==> src/srpg_pkg.sv <==
`timescale 1ns / 1ps
`default_nettype none

package srpg_pkg;

    // Field and register widths.
    localparam int REG_W      = 20;
    localparam int CNT_W      = 20;
    localparam int DIV_CNT_W  = $clog2(REG_W);
    localparam int CFG_IDX_W  = 2;
    localparam int S_TDATA_W  = ((REG_W + 7) / 8) * 8;
    localparam int M_RES_W    = 2 + CNT_W;
    localparam int M_TDATA_W  = ((M_RES_W + 7) / 8) * 8;

    // Last step of the shift-subtract divider.
    localparam logic [DIV_CNT_W-1:0] DIV_LAST = DIV_CNT_W'(REG_W - 1);

    // Register reset values.
    localparam logic [REG_W-1:0] TICK_RATE_RST = REG_W'(1000000);
    localparam logic [REG_W-1:0] FREQ_MAX_RST  = REG_W'(20000);
    localparam logic [REG_W-1:0] FREQ_MIN_RST  = REG_W'(16);
    localparam logic [CNT_W-1:0] PERIOD_RST    = CNT_W'(999);
    localparam logic [CNT_W-1:0] COMPARE_RST   = CNT_W'(500);

    // Configuration register indexes.
    localparam logic [CFG_IDX_W-1:0] CFG_TICK_RATE = CFG_IDX_W'(0);
    localparam logic [CFG_IDX_W-1:0] CFG_FREQ_MAX  = CFG_IDX_W'(1);
    localparam logic [CFG_IDX_W-1:0] CFG_FREQ_MIN  = CFG_IDX_W'(2);

    // Command codes carried on tuser.
    localparam logic CMD_TICK     = 1'b0;
    localparam logic CMD_SET_FREQ = 1'b1;

    // Sequencer states.
    typedef enum logic [1:0] {
        ST_IDLE,
        ST_DIV,
        ST_DONE
    } srpg_state_t;

endpackage

`default_nettype wire

==> src/step_rate_pulse_generator_core.sv <==
`timescale 1ns / 1ps
`default_nettype none

// Channel   Direction  tdata (low bit up)                          tuser
// s_        input      freq[19:0], zero pad to 24 bits             cmd
// m_        output     step_level, running, period_in_use[19:0],   none
//                      zero pad to 24 bits
//
// A tick item, a stop, or a frequency equal to the current one is answered straight from idle.
// A frequency that changes the period is accepted and clamped, runs through the
// one-bit-per-cycle restoring divider, then loads the result once the output is free.
// Reset is synchronous and active low; no clearing pass is needed.
// The input is not ready while the divider runs or while the output register
// holds an item that is not being taken.

module step_rate_pulse_generator_core
    import srpg_pkg::*;
(
    input  wire logic                  aclk,
    input  wire logic                  aresetn,

    input  wire logic                  s_tvalid,
    output      logic                  s_tready,
    input  wire logic [S_TDATA_W-1:0]  s_tdata,   // freq[19:0], pad
    input  wire logic                  s_tuser,   // cmd

    output      logic                  m_tvalid,
    input  wire logic                  m_tready,
    output      logic [M_TDATA_W-1:0]  m_tdata,   // step_level, running, period_in_use, pad

    input  wire logic                  cfg_we,
    input  wire logic [CFG_IDX_W-1:0]  cfg_index,
    input  wire logic [REG_W-1:0]      cfg_wdata
);

    // Configuration registers.
    logic [REG_W-1:0] tick_rate_reg;
    logic [REG_W-1:0] freq_max_reg;
    logic [REG_W-1:0] freq_min_reg;

    // Timer state.
    logic [CNT_W-1:0] tick_count_reg,      tick_count_next;
    logic [CNT_W-1:0] active_period_reg,   active_period_next;
    logic [CNT_W-1:0] active_compare_reg,  active_compare_next;
    logic [CNT_W-1:0] pending_period_reg,  pending_period_next;
    logic [CNT_W-1:0] pending_compare_reg, pending_compare_next;
    logic [REG_W-1:0] cur_freq_reg,        cur_freq_next;
    logic             enabled_reg,         enabled_next;

    // Sequencer and divider.
    srpg_state_t          state_reg, state_next;
    logic [REG_W-1:0]     div_freq_reg, div_freq_next;
    logic [REG_W-1:0]     rem_reg, rem_next;
    logic [REG_W-1:0]     quo_reg, quo_next;
    logic [DIV_CNT_W-1:0] step_reg, step_next;

    // Output register.
    logic             m_tvalid_reg, m_tvalid_next;
    logic             step_level_reg;
    logic             running_reg;
    logic [CNT_W-1:0] period_out_reg;

    logic             out_free;
    logic             accept;
    logic             res_load;
    logic [REG_W-1:0] in_freq;
    logic [REG_W-1:0] f_hi;
    logic [REG_W-1:0] f_lo;
    logic [REG_W-1:0] f_clamp;
    logic [REG_W:0]   partial;
    logic             sub_ok;
    logic [CNT_W-1:0] new_period;
    logic [CNT_W-1:0] new_compare;

    assign out_free = !m_tvalid_reg || m_tready;
    assign s_tready = (state_reg == ST_IDLE) && out_free;
    assign accept   = s_tvalid && s_tready;
    assign in_freq  = s_tdata[REG_W-1:0];

    // Clamp the requested frequency: the lower bound is applied last, zero becomes 1 Hz.
    always_comb begin
        f_hi    = (in_freq > freq_max_reg) ? freq_max_reg : in_freq;
        f_lo    = (f_hi < freq_min_reg) ? freq_min_reg : f_hi;
        f_clamp = (f_lo == '0) ? REG_W'(1) : f_lo;
    end

    // One restoring division step: shift in a dividend bit and try to subtract.
    always_comb begin
        partial = {rem_reg, quo_reg[REG_W-1]};
        sub_ok  = partial >= {1'b0, div_freq_reg};
    end

    // Period is quotient minus one, saturating at zero; compare is (period + 1) / 2.
    always_comb begin
        new_period  = (quo_reg == '0) ? '0 : CNT_W'(quo_reg - REG_W'(1));
        new_compare = CNT_W'(quo_reg >> 1);
    end

    // Sequencer: next state, timer updates and result load.
    always_comb begin
        state_next           = state_reg;
        tick_count_next      = tick_count_reg;
        active_period_next   = active_period_reg;
        active_compare_next  = active_compare_reg;
        pending_period_next  = pending_period_reg;
        pending_compare_next = pending_compare_reg;
        cur_freq_next        = cur_freq_reg;
        enabled_next         = enabled_reg;
        div_freq_next        = div_freq_reg;
        rem_next             = rem_reg;
        quo_next             = quo_reg;
        step_next            = step_reg;
        res_load             = 1'b0;

        case (state_reg)
            ST_IDLE: begin
                if (accept) begin
                    if (s_tuser == CMD_TICK) begin
                        res_load = 1'b1;
                        if (enabled_reg) begin
                            if (tick_count_reg >= active_period_reg) begin
                                tick_count_next     = '0;
                                active_period_next  = pending_period_reg;
                                active_compare_next = pending_compare_reg;
                            end else begin
                                tick_count_next = tick_count_reg + CNT_W'(1);
                            end
                        end
                    end else if (in_freq == '0) begin
                        res_load        = 1'b1;
                        enabled_next    = 1'b0;
                        tick_count_next = '0;
                        cur_freq_next   = '0;
                    end else if (f_clamp == cur_freq_reg) begin
                        res_load = 1'b1;
                    end else begin
                        div_freq_next = f_clamp;
                        rem_next      = '0;
                        quo_next      = tick_rate_reg;
                        step_next     = '0;
                        state_next    = ST_DIV;
                    end
                end
            end
            ST_DIV: begin
                rem_next  = sub_ok ? REG_W'(partial - {1'b0, div_freq_reg})
                                   : partial[REG_W-1:0];
                quo_next  = {quo_reg[REG_W-2:0], sub_ok};
                step_next = step_reg + DIV_CNT_W'(1);
                if (step_reg == DIV_LAST) begin
                    state_next = ST_DONE;
                end
            end
            ST_DONE: begin
                if (out_free) begin
                    res_load             = 1'b1;
                    pending_period_next  = new_period;
                    pending_compare_next = new_compare;
                    if ((cur_freq_reg == '0) || !enabled_reg) begin
                        tick_count_next     = '0;
                        active_period_next  = new_period;
                        active_compare_next = new_compare;
                        enabled_next        = 1'b1;
                    end
                    cur_freq_next = div_freq_reg;
                    state_next    = ST_IDLE;
                end
            end
            default: begin
                state_next = ST_IDLE;
            end
        endcase

        if (res_load) begin
            m_tvalid_next = 1'b1;
        end else if (m_tready) begin
            m_tvalid_next = 1'b0;
        end else begin
            m_tvalid_next = m_tvalid_reg;
        end
    end

    // Control and timer state registers.
    always_ff @(posedge aclk) begin
        if (!aresetn) begin
            state_reg           <= ST_IDLE;
            tick_count_reg      <= '0;
            active_period_reg   <= PERIOD_RST;
            active_compare_reg  <= COMPARE_RST;
            pending_period_reg  <= PERIOD_RST;
            pending_compare_reg <= COMPARE_RST;
            cur_freq_reg        <= '0;
            enabled_reg         <= 1'b0;
            m_tvalid_reg        <= 1'b0;
        end else begin
            state_reg           <= state_next;
            tick_count_reg      <= tick_count_next;
            active_period_reg   <= active_period_next;
            active_compare_reg  <= active_compare_next;
            pending_period_reg  <= pending_period_next;
            pending_compare_reg <= pending_compare_next;
            cur_freq_reg        <= cur_freq_next;
            enabled_reg         <= enabled_next;
            m_tvalid_reg        <= m_tvalid_next;
        end
    end

    // Divider datapath registers.
    always_ff @(posedge aclk) begin
        div_freq_reg <= div_freq_next;
        rem_reg      <= rem_next;
        quo_reg      <= quo_next;
        step_reg     <= step_next;
    end

    // Result payload, taken from the updated timer state.
    always_ff @(posedge aclk) begin
        if (res_load) begin
            step_level_reg <= enabled_next && (tick_count_next < active_compare_next);
            running_reg    <= enabled_next;
            period_out_reg <= active_period_next;
        end
    end

    // Configuration writes; an index beyond the list is ignored.
    always_ff @(posedge aclk) begin
        if (!aresetn) begin
            tick_rate_reg <= TICK_RATE_RST;
            freq_max_reg  <= FREQ_MAX_RST;
            freq_min_reg  <= FREQ_MIN_RST;
        end else if (cfg_we) begin
            case (cfg_index)
                CFG_TICK_RATE: tick_rate_reg <= cfg_wdata;
                CFG_FREQ_MAX:  freq_max_reg  <= cfg_wdata;
                CFG_FREQ_MIN:  freq_min_reg  <= cfg_wdata;
                default: begin
                end
            endcase
        end
    end

    assign m_tvalid = m_tvalid_reg;
    assign m_tdata  = {{(M_TDATA_W - M_RES_W){1'b0}}, period_out_reg, running_reg,
                       step_level_reg};

endmodule

`default_nettype wire
==> config.mk <==
export PLATFORM = sky130hd
export DESIGN_NAME = step_rate_pulse_generator_core
export DESIGN_NICKNAME = d
export VERILOG_FILES = /design/src/srpg_pkg.sv /design/src/step_rate_pulse_generator_core.sv
export SDC_FILE = /design/constraint.sdc
export NUM_CORES = 1
export LEC_CHECK = 0
export ABC_CLOCK_PERIOD_IN_PS = 12000
export BUFFER_PORTS_ARGS = -buffer_cell sky130_fd_sc_hd__buf_4
export CORE_MARGIN = 2
export CORE_UTILIZATION = 49
export CTS_CLUSTER_DIAMETER = 150
export DETAILED_ROUTE_END_ITERATION = 12
export GPL_TIMING_DRIVEN = 1
export PLACE_DENSITY = 0.66
export REMOVE_ABC_BUFFERS = 1
export SETUP_SLACK_MARGIN = 0.2
export SLEW_MARGIN = 0
export SYNTH_ARGS = -nofsm -noshare
export SYNTH_HDL_FRONTEND = slang
export SYNTH_SLANG_ARGS = --single-unit
==> constraint.sdc <==
create_clock -name aclk -period 12 [get_ports aclk]
set_input_delay 1.8 -clock aclk [delete_from_list [all_inputs] [get_ports aclk]]
set_output_delay 1.8 -clock aclk [all_outputs]
set_load 0.005 [all_outputs]
==> flow_metrics.py <==
metrics = {
    "cells_and_area": {
        "drive_gt1_share_pct": 11.1,
        "fin_nets": 1927,
        "fin_util_pct": 55.5,
        "syn2layout_area_growth_pct": 12.0,
        "antenna-diode-count": 0,
    },
    "drt": {
        "vias": 12700,
        "drc": 0,
        "avgViaCountPerCell": 5.80,
        "drtIter0Drc": 1014,
        "avgRoutedWirePerCell_um": 19.1,
        "drt_first_pass_iters": 9,
        "wirelength_um": 41900,
        "ant_nets": 0,
    },
    "yosys": {
        "synthAdderAreaFrac_pct": 8.57,
        "synth_xor_area_share_pct": 2.94,
        "yosys.cell_types.count": 76,
        "synth_cells": 1744,
        "synth_edf_count": 87,
        "seq_area_frac_synth_pct": 41.5,
        "synth-main-ff-cell": "dfxtp_1",
        "synthTopCellsByArea": "dfxtp_1 (24%), edfxtp_1 (17%), ha_1 (8.4%)",
        "synth_top_cell_area_share_pct": 24.2,
        "ys_seq_elements": 270,
        "synth_simple_gate_area_share_pct": 20.7,
        "async_flop_share_pct": 0,
        "yosys.area.top_type": "dfxtp_1",
        "synthMuxAreaShare_pct": 5.93,
        "synth_top_family_by_area": "simple AND/OR/NAND/NOR gates",
        "postSynthAreaPerCell_um2": 8.67,
        "synth_compound_area_share_pct": 15.1,
        "yosysWarningCount": 0,
        "syn_area_mm2": 0.0151,
    },
    "clock_network": {
        "worstSkewPairLatency_ns": 0.56,
        "holdBufCountCts": 0,
        "htreeDepth": 1,
        "cts_root_buffer": "clkbuf_16",
        "cts_tree": "done",
        "path_clk_slew_ns": 0.06,
        "cts_buffer_depth": 3,
        "post_cts_resized": 0,
        "postCtsSetupBuffers": 0,
        "cts.sink_count": 270,
        "cts-buffers-inserted": 30,
    },
    "power": {
        "powerDensity_mw_per_mm2": 144,
        "swShare_pct": 28.5,
        "power_frac_comb_pct": 18.9,
        "p_int_mw": 1.75,
        "leakagePower_nw": 6.89,
        "pwr-share-clk_pct": 38.0,
        "switchingPower_mw": 0.696,
        "sequentialPowerShare_pct": 43.1,
        "vdd_drop_max_v": 0.000130,
    },
    "floorplan": {
        "dieHeight_um": 180,
        "dieArea_mm2": 0.0323,
        "chipWidth_um": 180,
        "start_util_pct": 49.6,
        "ioPinCount": 78,
        "core-area_mm2": 0.0305,
        "rows": 64,
    },
    "flow_run": {
        "cap_viol_max_count": 0,
    },
    "timing": {
        "fin_crit_sh_pct": 70.2,
        "setup_slack_ns": 3.58,
        "fin_tns_setup_ns": 0,
        "slew_violations": 0,
        "fmax_ghz": 0.119,
        "period_minus_slack_ns": 8.42,
        "worst_slew_pin_slew_ns": 1.19,
        "slew_headroom_pct": 20.3,
        "fin_skew_ns": 0.0102,
        "hold_viol_final": 0,
        "setup_viol": 0,
        "rsz0062_at_grt": "false",
    },
    "critical_path": {
        "setup.worst_path.class": "in -> reg",
        "crit_fanout": 45,
        "worstPathArrival_ns": 8.59,
        "cp-start-kind": "primary input",
        "worstPathRequired_ns": 12.17,
        "crit_path_end_kind": "register",
        "rrSetupSlack_ns": 4.51,
    },
    "placed_design": {
        "place_congestion": 0.929,
        "dpl_worst_slack_ns": 3.07,
        "io_buffers": 71,
        "dpl.hpwl_um": 30100,
    },
    "grt": {
        "overflow": 0,
        "antenna_found_initial": 0,
        "grt_pass1_wl_um": 67000,
        "grt_usage_pct": 25.5,
        "grt_pass1_vias": 12400,
        "grt_max_degree": 91,
    },
    "min_path": {
        "hp-class": "reg -> reg",
    },
    "status": {
        "status": "finished, final reports clean",
    },
}
==> logic make-up after synthesis <==
kind of cell / count (synthesis)
fa+ha+maj: 103
mux: 82
xor+xnor: 50
simple gates: 681
compound gates: 355
other cells: 1
flops: 270
buf+inv: 202
==> metal layers <==
layer	track usage [%]	wire length [um]	vias to the layer above
li1	-	-	6241
met1	32.9	18300	6038
met2	44.0	20100	364
met3	2.61	1810	77
met4	9.76	1660	0
met5	0	0	-
==> synth_stat cells, types with 23 or more instances <==
cell type,count
mux2_2,35
edfxtp_1,87
o21ai_0,35
clkbuf_1,81
nand2_1,337
inv_1,105
nor2_1,108
mux2i_1,30
nor4_1,23
a21oi_1,146
nand3_1,63
a21o_1,26
a31oi_1,28
ha_1,102
nor3_1,25
xnor2_1,40
dfxtp_1,183
==> worst paths after layout <==
path / endpoint / from / cells after the start
setup / recovery: quo_reg[12] / s_tdata[18] / 22
hold / removal: tick_rate_reg[3] / tick_rate_reg[3] / 2
setup reg to reg: quo_reg[12] / freq_max_reg[19] / 22
hold reg to reg: tick_rate_reg[3] / tick_rate_reg[3] / 2
==> through the flow <==
step           total power [mW]  area, um^2  std cells  hold WS (ns)
2_1_floorplan              1.37       14700       1648         0.433
4_1_cts                    2.46       16900       2192         0.455
3_5_place_dp               1.53       16000       2136         0.447
5_1_grt                    2.55       16900       2192         0.471
3_3_place_gp               1.52       16000       2136         0.440
6_report                   2.44       16900       2192         0.454
==> layout make-up <==
cell class                      count  area [um^2]
Clock buffer                       44          845
Clock inverter                     12          145
Fill cell                        2789        13600
Inverter                          105          395
Multi-Input combinational cell   1273         8090
Sequential cell                   270         6280
Tap cell                          396          495
Timing Repair Buffer               92          691
==> cells in the final DEF, fill, tap and decap left out, drive strengths merged, types with 12 or more instances in the layout <==
master / synthesis / final
mux2: 52 / 52
a31oi: 28 / 28
a222oi: 19 / 19
nand4: 24 / 24
a21o: 26 / 26
nand3: 63 / 63
clkbuf: 81 / 44
inv: 105 / 104
o21ai: 39 / 39
buf: 16 / 92
xnor2: 41 / 41
nand2: 337 / 337
a21oi: 148 / 148
nor3: 27 / 27
a211oi: 12 / 12
mux2i: 30 / 30
edfxtp: 87 / 87
dfxtp: 183 / 183
nor2: 108 / 108
ha: 102 / 102
and2: 19 / 19
nor4: 25 / 25
and3: 22 / 22
==> critical path, stage by stage <==
cell,delay (ns)
buf_4,0.12
ha_1,0.33
a21oi_1,0.14
nand2_1,0.07
a221oi_1,0.28
o21ai_1,0.16
o21bai_2,0.88
mux2_2,0.44
ha_1,0.31
a21o_1,0.18
a21o_1,0.18
a221oi_1,0.36
o211ai_1,0.18
a31oi_2,0.50
buf_4,0.35
mux2_2,0.41
xnor2_1,0.14
nand4_1,0.14
nor3_2,0.10
a211oi_4,0.19
buf_4,0.34
or2_2,0.94
==> power groups by stage <==
stage               registers (mW)  logic, mW  clock network (mW)
floorplan                     1.06      0.314                   0
global placement              1.07      0.452                   0
detailed placement            1.07      0.460                   0
CTS                           1.05      0.463               0.946
global route                  1.06      0.512               0.980
finish                        1.05      0.462               0.927
Note: power is estimated with default switching activity, not from simulation.
